### src/rtl/core/pvhc_pkg.sv
// pvhc_pkg: shared types, codes and constants of the pressure valve controller
// used by pvhc_scale, pvhc_mode and pressure_valve_hysteresis_controller

package pvhc_pkg;

    // valve controller modes
    typedef enum logic [1:0] {
        VALVE_SAFE = 2'd0,
        VALVE_FILL = 2'd1,
        VALVE_HOLD = 2'd2,
        VALVE_VENT = 2'd3
    } mode_t;

    // result of one mode machine step
    typedef struct packed {
        mode_t mode;
        logic  inlet_open;
        logic  outlet_open;
    } mode_res_t;

    // operator commands
    localparam logic [1:0] OP_NONE  = 2'd0;
    localparam logic [1:0] OP_START = 2'd1;
    localparam logic [1:0] OP_STOP  = 2'd2;

    // configuration register indexes
    localparam int unsigned CFG_IDX_W  = 1;
    localparam int unsigned CFG_DATA_W = 9;
    localparam logic [CFG_IDX_W-1:0] CFG_SETPOINT  = 1'b0;
    localparam logic [CFG_IDX_W-1:0] CFG_TOLERANCE = 1'b1;

    localparam int unsigned SETPOINT_W  = 9;
    localparam int unsigned TOLERANCE_W = 8;
    localparam logic [SETPOINT_W-1:0]  SETPOINT_RESET  = 9'd100;
    localparam logic [TOLERANCE_W-1:0] TOLERANCE_RESET = 8'd5;

    localparam int unsigned FRAC_BITS_DEFAULT = 7;

    // sensor scaling: 300 bar over 3475 codes reduces to 12 / 139
    localparam int unsigned ADC_W          = 12;
    localparam int unsigned ADC_ZERO_CODE  = 620;
    localparam int unsigned ADC_SPAN_CODES = 3475;
    localparam int unsigned FULL_SCALE_BAR = 300;
    localparam int unsigned SCALE_NUM      = 12;
    localparam int unsigned SCALE_DEN      = 139;
    localparam int unsigned SCALE_DEN_BITS = 8;

    localparam int unsigned DRIVE_W = 16;
    localparam int unsigned PRESSURE_OUT_W = 16;
    localparam logic [DRIVE_W-1:0] DRIVE_OPEN   = 16'hFFFF;
    localparam logic [DRIVE_W-1:0] DRIVE_CLOSED = 16'h0000;

endpackage

### src/rtl/core/pvhc_scale.sv
// pvhc_scale: converts a raw sensor conversion to fixed point pressure
// depends on pvhc_pkg

module pvhc_scale #(
    parameter int unsigned PRESSURE_FRAC_BITS = pvhc_pkg::FRAC_BITS_DEFAULT,
    parameter int unsigned QW = $clog2((pvhc_pkg::FULL_SCALE_BAR << PRESSURE_FRAC_BITS) + 1)
) (
    input  logic                         sample_valid,
    input  logic [pvhc_pkg::ADC_W-1:0]   adc_sample,
    output logic [QW-1:0]                pressure_q
);

    localparam longint unsigned K_MULT = longint'(pvhc_pkg::SCALE_NUM) << PRESSURE_FRAC_BITS;
    localparam longint unsigned N_MAX  = longint'(pvhc_pkg::ADC_SPAN_CODES) * K_MULT;
    localparam int unsigned     NW     = $clog2(N_MAX + 1);
    localparam int unsigned     SHIFT  = NW + pvhc_pkg::SCALE_DEN_BITS;
    localparam longint unsigned RECIP  =
        ((longint'(1) << SHIFT) + pvhc_pkg::SCALE_DEN - 1) / pvhc_pkg::SCALE_DEN;
    localparam int unsigned     RW     = NW + 1;
    localparam int unsigned     PW     = NW + RW;
    localparam longint unsigned TOP_Q  = longint'(pvhc_pkg::FULL_SCALE_BAR) << PRESSURE_FRAC_BITS;

    logic                         above_zero;
    logic [pvhc_pkg::ADC_W-1:0]   span_code;
    logic [NW-1:0]                numer;
    logic [PW-1:0]                prod;
    logic [QW-1:0]                quo;

    // exact floor division by the scale denominator through a rounded-up reciprocal
    assign above_zero = sample_valid &&
                        (adc_sample > pvhc_pkg::ADC_W'(pvhc_pkg::ADC_ZERO_CODE));
    assign span_code  = adc_sample - pvhc_pkg::ADC_W'(pvhc_pkg::ADC_ZERO_CODE);
    assign numer      = NW'(span_code) * NW'(K_MULT);
    assign prod       = PW'(numer) * PW'(RECIP);
    assign quo        = QW'(prod >> SHIFT);

    always_comb begin
        if (!above_zero) begin
            pressure_q = '0;
        end else if (quo > QW'(TOP_Q)) begin
            pressure_q = QW'(TOP_Q);
        end else begin
            pressure_q = quo;
        end
    end

endmodule

### src/rtl/core/pvhc_mode.sv
// pvhc_mode: four-mode hysteresis machine holding the valve mode
// depends on pvhc_pkg

module pvhc_mode #(
    parameter int unsigned PRESSURE_FRAC_BITS = pvhc_pkg::FRAC_BITS_DEFAULT,
    parameter int unsigned QW = $clog2((pvhc_pkg::FULL_SCALE_BAR << PRESSURE_FRAC_BITS) + 1)
) (
    input  logic                                aclk,
    input  logic                                aresetn,
    input  logic                                advance,
    input  logic [1:0]                          operation,
    input  logic [QW-1:0]                       pressure_q,
    input  logic [pvhc_pkg::SETPOINT_W-1:0]     setpoint_bar,
    input  logic [pvhc_pkg::TOLERANCE_W-1:0]    tolerance_bar,
    output pvhc_pkg::mode_res_t                 res
);

    // setpoint plus twice the widest tolerance stays below 1024 whole bar
    localparam int unsigned LW = PRESSURE_FRAC_BITS + 11;

    pvhc_pkg::mode_t mode_reg;
    pvhc_pkg::mode_t mode_cmd;
    pvhc_pkg::mode_t mode_next;

    logic [LW-1:0] q_x;
    logic [LW-1:0] sp_x;
    logic [LW-1:0] tol_x;
    logic          at_or_above_sp;
    logic          below_band;
    logic          above_band;
    logic          at_or_below_sp;

    assign q_x   = LW'(pressure_q);
    assign sp_x  = LW'(setpoint_bar) << PRESSURE_FRAC_BITS;
    assign tol_x = LW'(tolerance_bar) << PRESSURE_FRAC_BITS;

    assign at_or_above_sp = q_x >= sp_x;
    assign below_band     = (q_x + tol_x) < sp_x;
    assign above_band     = q_x > (sp_x + (tol_x << 1));
    assign at_or_below_sp = q_x <= sp_x;

    // operator command
    always_comb begin
        case (operation)
            pvhc_pkg::OP_START: begin
                mode_cmd = (mode_reg == pvhc_pkg::VALVE_SAFE) ? pvhc_pkg::VALVE_FILL
                                                              : mode_reg;
            end
            pvhc_pkg::OP_STOP: begin
                mode_cmd = pvhc_pkg::VALVE_SAFE;
            end
            default: begin
                mode_cmd = mode_reg;
            end
        endcase
    end

    // next mode
    always_comb begin
        case (mode_cmd)
            pvhc_pkg::VALVE_FILL: begin
                mode_next = at_or_above_sp ? pvhc_pkg::VALVE_HOLD : pvhc_pkg::VALVE_FILL;
            end
            pvhc_pkg::VALVE_HOLD: begin
                if (above_band) begin
                    mode_next = pvhc_pkg::VALVE_VENT;
                end else if (below_band) begin
                    mode_next = pvhc_pkg::VALVE_FILL;
                end else begin
                    mode_next = pvhc_pkg::VALVE_HOLD;
                end
            end
            pvhc_pkg::VALVE_VENT: begin
                mode_next = at_or_below_sp ? pvhc_pkg::VALVE_HOLD
                                           : pvhc_pkg::VALVE_VENT;
            end
            default: begin
                mode_next = pvhc_pkg::VALVE_SAFE;
            end
        endcase
    end

    // drives follow the mode before the transition
    always_comb begin
        res.mode        = mode_next;
        res.inlet_open  = (mode_cmd == pvhc_pkg::VALVE_FILL);
        res.outlet_open = (mode_cmd == pvhc_pkg::VALVE_VENT);
    end

    always_ff @(posedge aclk) begin
        if (!aresetn) begin
            mode_reg <= pvhc_pkg::VALVE_SAFE;
        end else if (advance) begin
            mode_reg <= mode_next;
        end
    end

endmodule

### src/rtl/core/pressure_valve_hysteresis_controller.sv
// pressure_valve_hysteresis_controller: top level of the valve controller
// depends on pvhc_pkg, pvhc_scale and pvhc_mode
//
// Usage: one control tick per s_ transfer carries sample_valid, a 12-bit
// sensor conversion and an operator command (none, start, stop). Each tick
// returns exactly one m_ transfer with the pressure in bar times
// 2^PRESSURE_FRAC_BITS, the new valve mode and the inlet and outlet drives.
// Setpoint and tolerance are written over the cfg_ port, index 0 and 1;
// the user must write them only while no tick is in flight, since the
// block itself does not enforce it. cfg_ready is always high. The
// sensor scaling (one reciprocal multiplier) fills the input stage
// register on an s_ transfer, the mode machine fills the result register,
// which drives m_valid. Throughput is one tick per cycle without a stall.
// A stalled m_ready holds the result register; the input stage still
// takes one more tick, then s_ready drops until the result is taken.
// Synchronous reset clears both stages, puts the valve in safe mode and
// loads setpoint 100 bar and tolerance 5 bar.

module pressure_valve_hysteresis_controller #(
    parameter int unsigned PRESSURE_FRAC_BITS = pvhc_pkg::FRAC_BITS_DEFAULT
) (
    input  logic                                aclk,
    input  logic                                aresetn,

    input  logic                                s_valid,
    output logic                                s_ready,
    input  logic                                s_sample_valid,
    input  logic [pvhc_pkg::ADC_W-1:0]          s_adc_sample,
    input  logic [1:0]                          s_operation,

    output logic                                m_valid,
    input  logic                                m_ready,
    output logic [pvhc_pkg::PRESSURE_OUT_W-1:0] m_pressure_q,
    output logic [1:0]                          m_mode_out,
    output logic [pvhc_pkg::DRIVE_W-1:0]        m_inlet_drive,
    output logic [pvhc_pkg::DRIVE_W-1:0]        m_outlet_drive,

    input  logic                                cfg_valid,
    output logic                                cfg_ready,
    input  logic [pvhc_pkg::CFG_IDX_W-1:0]      cfg_index,
    input  logic [pvhc_pkg::CFG_DATA_W-1:0]     cfg_data
);

    localparam int unsigned QW =
        $clog2((pvhc_pkg::FULL_SCALE_BAR << PRESSURE_FRAC_BITS) + 1);

    logic                                 s_fire;
    logic                                 adv;
    logic [QW-1:0]                        scaled_q;
    pvhc_pkg::mode_res_t                  mode_res;

    logic                                 p1_valid_reg;
    logic [QW-1:0]                        p1_q_reg;
    logic [1:0]                           p1_op_reg;

    logic                                 m_valid_reg;
    logic [pvhc_pkg::PRESSURE_OUT_W-1:0]  m_pressure_q_reg;
    logic [1:0]                           m_mode_reg;
    logic [pvhc_pkg::DRIVE_W-1:0]         m_inlet_reg;
    logic [pvhc_pkg::DRIVE_W-1:0]         m_outlet_reg;

    logic [pvhc_pkg::SETPOINT_W-1:0]      setpoint_reg;
    logic [pvhc_pkg::TOLERANCE_W-1:0]     tolerance_reg;

    assign adv       = p1_valid_reg && (!m_valid_reg || m_ready);
    assign s_ready   = !p1_valid_reg || adv;
    assign s_fire    = s_valid && s_ready;
    assign cfg_ready = 1'b1;

    assign m_valid        = m_valid_reg;
    assign m_pressure_q   = m_pressure_q_reg;
    assign m_mode_out     = m_mode_reg;
    assign m_inlet_drive  = m_inlet_reg;
    assign m_outlet_drive = m_outlet_reg;

    pvhc_scale #(
        .PRESSURE_FRAC_BITS (PRESSURE_FRAC_BITS),
        .QW                 (QW)
    ) u_scale (
        .sample_valid (s_sample_valid),
        .adc_sample   (s_adc_sample),
        .pressure_q   (scaled_q)
    );

    pvhc_mode #(
        .PRESSURE_FRAC_BITS (PRESSURE_FRAC_BITS),
        .QW                 (QW)
    ) u_mode (
        .aclk          (aclk),
        .aresetn       (aresetn),
        .advance       (adv),
        .operation     (p1_op_reg),
        .pressure_q    (p1_q_reg),
        .setpoint_bar  (setpoint_reg),
        .tolerance_bar (tolerance_reg),
        .res           (mode_res)
    );

    // control and configuration
    always_ff @(posedge aclk) begin
        if (!aresetn) begin
            p1_valid_reg  <= 1'b0;
            m_valid_reg   <= 1'b0;
            setpoint_reg  <= pvhc_pkg::SETPOINT_RESET;
            tolerance_reg <= pvhc_pkg::TOLERANCE_RESET;
        end else begin
            if (s_fire) begin
                p1_valid_reg <= 1'b1;
            end else if (adv) begin
                p1_valid_reg <= 1'b0;
            end
            if (adv) begin
                m_valid_reg <= 1'b1;
            end else if (m_ready) begin
                m_valid_reg <= 1'b0;
            end
            if (cfg_valid) begin
                case (cfg_index)
                    pvhc_pkg::CFG_SETPOINT: begin
                        setpoint_reg <= cfg_data[pvhc_pkg::SETPOINT_W-1:0];
                    end
                    pvhc_pkg::CFG_TOLERANCE: begin
                        tolerance_reg <= cfg_data[pvhc_pkg::TOLERANCE_W-1:0];
                    end
                    default: begin
                    end
                endcase
            end
        end
    end

    // payload
    always_ff @(posedge aclk) begin
        if (s_fire) begin
            p1_q_reg  <= scaled_q;
            p1_op_reg <= s_operation;
        end
        if (adv) begin
            m_pressure_q_reg <= pvhc_pkg::PRESSURE_OUT_W'(p1_q_reg);
            m_mode_reg       <= mode_res.mode;
            m_inlet_reg      <= mode_res.inlet_open ? pvhc_pkg::DRIVE_OPEN
                                                    : pvhc_pkg::DRIVE_CLOSED;
            m_outlet_reg     <= mode_res.outlet_open ? pvhc_pkg::DRIVE_OPEN
                                                     : pvhc_pkg::DRIVE_CLOSED;
        end
    end

    // both valves never open together
    a_valves_exclusive: assert property (@(posedge aclk) disable iff (!aresetn)
        m_valid |-> !(m_inlet_drive != pvhc_pkg::DRIVE_CLOSED &&
                      m_outlet_drive != pvhc_pkg::DRIVE_CLOSED))
        else $error("inlet and outlet open together");

    // an open inlet leaves the machine filling or holding
    a_inlet_mode: assert property (@(posedge aclk) disable iff (!aresetn)
        (m_valid && m_inlet_drive == pvhc_pkg::DRIVE_OPEN) |->
            (m_mode_out == pvhc_pkg::VALVE_FILL || m_mode_out == pvhc_pkg::VALVE_HOLD))
        else $error("inlet open with unexpected next mode");

    // an open outlet leaves the machine releasing or holding
    a_outlet_mode: assert property (@(posedge aclk) disable iff (!aresetn)
        (m_valid && m_outlet_drive == pvhc_pkg::DRIVE_OPEN) |->
            (m_mode_out == pvhc_pkg::VALVE_VENT || m_mode_out == pvhc_pkg::VALVE_HOLD))
        else $error("outlet open with unexpected next mode");

    // a stop command always lands in safe mode with both valves closed
    a_stop_safe: assert property (@(posedge aclk) disable iff (!aresetn)
        (adv && p1_op_reg == pvhc_pkg::OP_STOP) |=>
            (m_valid && m_mode_out == pvhc_pkg::VALVE_SAFE &&
             m_inlet_drive == pvhc_pkg::DRIVE_CLOSED &&
             m_outlet_drive == pvhc_pkg::DRIVE_CLOSED))
        else $error("stop command did not reach safe mode");

endmodule
### config.mk
export PLATFORM = sky130hd
export DESIGN_NAME = pressure_valve_hysteresis_controller
export DESIGN_NICKNAME = d
export VERILOG_FILES = /design/src/rtl/core/pvhc_pkg.sv /design/src/rtl/core/pvhc_scale.sv /design/src/rtl/core/pvhc_mode.sv /design/src/rtl/core/pressure_valve_hysteresis_controller.sv
export SDC_FILE = /design/constraint.sdc
export NUM_CORES = 1
export LEC_CHECK = 0
export BUFFER_PORTS_ARGS = -buffer_cell sky130_fd_sc_hd__buf_2
export CAP_MARGIN = 15
export CORE_ASPECT_RATIO = 1.2
export CORE_UTILIZATION = 40
export DETAILED_ROUTE_END_ITERATION = 10
export PLACE_DENSITY_LB_ADDON = 0.3
export SYNTH_ARGS = -nofsm -noshare
export SYNTH_HDL_FRONTEND = slang
export SYNTH_SLANG_ARGS = --single-unit
### constraint.sdc
create_clock -name aclk -period 8.79 [get_ports aclk]
set_clock_uncertainty 0.1 [all_clocks]
set_input_delay 0.4395 -clock aclk [delete_from_list [all_inputs] [get_ports aclk]]
set_output_delay 0.4395 -clock aclk [all_outputs]
set_load 0.03 [all_outputs]
==> run metrics <==
status finished, final reports clean; Setup crit start kind input pin; Worst Tran Pin Value 1.06 ns; Setup CP Type in -> reg; origin of the worst min-delay path s_operation[1]; relative slew slack 0.291; port buffer count 81; post-synthesis adder-cell area fraction 0.485; Worst Reg2Reg Path Length in Cells 15; critical path's largest stage delay 0.61 ns; post-synth net total 1468; minimum clock period 8.35 ns; post-synthesis cell count 1112; Register-to-Register Setup Slack 5.14 ns; largest family of logic cells by synthesized area adder cells; Achievable Freq 0.120 GHz; mux share of post-synthesis cell area 0.00376; initial antenna violation count 0; Critical Path Most Common Cell inv_1; vias in the first global route 8083; Slew Limit Fails 0; Via-to-Cell Ratio 5.02; critical path arrival 8.30 ns; critical path required time 8.74 ns; largest net degree at the start of global routing 25; Crit Path Max Fanout 5; Reg-to-Reg End u_mode.mode_reg[0]; number of flops mapped to enable cells by yosys 38; hold endpoint p1_op_reg[1]; Clock Pin Slew Worst Setup and Hold Paths 0.05 ns; post-synthesis simple-gate area fraction 0.0998; routability cong. 0.937; Vias 7839; synthesized area 0.0107 mm2; post-route ant nets 0; post-detail-place hpwl 22100 um; most frequent cells in the layout inv_1 (228), ha_1 (178), fa_1 (145); Period Utilization, post-route 0.950; predominant post-synthesis flop cell edfxtp_1; CTS tree done; DP Worst Slack -0.383 ns; asr flop ratio synth 0; sequential share of the synthesized area 0.146; Compound-Gate Fraction of Synth Area 0.119; DR iter-0 viols 301; CTS max path bufs 2; number of remaining DRC errors 0; Die Ht 181 um; Setup crit end kind flip-flop; Clock Root Buffer clkbuf_16; row count 65; NumNets Final 1578; flops & latches, synth 59; GRT overflow 0; core box area 0.0263 mm2; Final setup viols 0; commonest non-fill, non-tap cell in the layout inv_1; average wire per standard cell 15.9 um; die area 0.0273 mm2; xor/xnor cell area share of the yosys netlist 0.0401; Initial Utilization 0.406; synthesized area per cell 9.59 um2; worst hold path type in -> reg; worst hold stages 1; Max Cap Viol 0; layout cells sized above 1 0.160; Worst-Skew Late Latency 0.32 ns; post-route setup TNS 0 ns; Syn-to-layout area delta 13.7%; total global-route track usage 0.188; Critical-path top delay cell fa_1; yosys warns 0; final wirelength 24800 um; CTS Buf Count 9; Reg-to-Reg Start p1_q_reg[8]; H-tree depth 3; count of cell types in the netlist 63; global-route wire length before repair 40200 um; Hold Violations, Final 0; I/O pin cnt 83; setup ws final 0.443 ns; CTS Sinks 59; drt first pass iters 4; minimum hold slack 0.195 ns; Die W 151 um; ant diodes 0
## stage by stage
stage          std cells  utilization  cell area [um2]
2_1_floorplan       1112            -            10700
3_3_place_gp        1539        0.441            11600
3_5_place_dp        1539        0.441            11600
4_1_cts             1555        0.453            11900
5_1_grt             1562        0.461            12100
6_report            1562        0.461            12100
## critical path: cells and delay by family
kind                       cells  cell delay (ns)
xor gates and xnor gates       1             0.24
and+or+nand+nor                5             1.16
buffers and inverters          8             0.65
adders and majority gates      9             3.84
AOI/OAI and AO/OA             12             1.94
## kinds of logic (layout without fill, tap and decap cells)
family	after synthesis	count (layout)
buffers and inverters	267	381
AND/OR/NAND/NOR	212	212
adder cells (fa/ha/maj)	326	326
AO/OA/AOI/OAI	195	196
other	1	1
multiplexers	4	4
flip-flops	59	59
XOR/XNOR	48	48
## cell type report
cell class	count	area, um2
flip-flops and latches	59	1560
inverters	228	856
repair buffers	137	826
well taps	335	419
clock inverters	5	62.6
fillers	2563	14200
clock buffers	11	243
multi-input cells	787	8150
## cells in the mapped netlist (14+ instances only)
cell,number,area [um2]
edfxtp_1,38,1140
buf_4,31,233
xnor2_1,31,272
nor2b_1,15,93.8
nor2_1,41,154
a21oi_1,59,295
nand2_1,73,274
a21o_1,17,128
o21ai_0,36,180
dfxtp_1,21,420
inv_1,228,856
nor3_1,18,90.1
nand3_1,14,70.1
ha_1,181,2260
fa_1,145,2900
xor2_1,16,140
## layer usage
layer,routed length (um),track usage,up-vias,share of wire
met3,577,0.00909,31,0.023
met4,505,0.0520,0,0.020
li1,-,-,3874,-
met2,13400,0.352,149,0.54
met1,10400,0.230,3785,0.42
met5,0,0,-,0
## what timing repair did
| action | CTS | global route |
|---|---|---|
| setup endpoints to repair | 2 | 14 |
| gates resized for setup | 1 | 33 |
| pin swaps | 0 | 10 |
| hold buffers | 0 | 0 |
| gates cloned | 0 | 1 |
| buffers inserted | 0 | 6 |
## how the worst max path moves through the flow
| stage | start | end | slack, ns | cells after the start |
|---|---|---|---|---|
| 2_1_floorplan | s_adc_sample[2] | p1_q_reg[8] | 0.38 | 31 |
| 3_3_place_gp | s_adc_sample[2] | p1_q_reg[8] | -0.20 | 31 |
| 3_5_place_dp | s_adc_sample[2] | p1_q_reg[2] | -0.38 | 31 |
| 4_1_cts | s_adc_sample[2] | p1_q_reg[2] | 0.08 | 33 |
| 5_1_grt | s_adc_sample[2] | p1_q_reg[7] | -0.02 | 32 |
| 6_report | s_adc_sample[2] | p1_q_reg[7] | 0.44 | 35 |
Power is not shown: default switching activity piles up to over one toggle a cycle in this logic, so the estimate is an artifact.
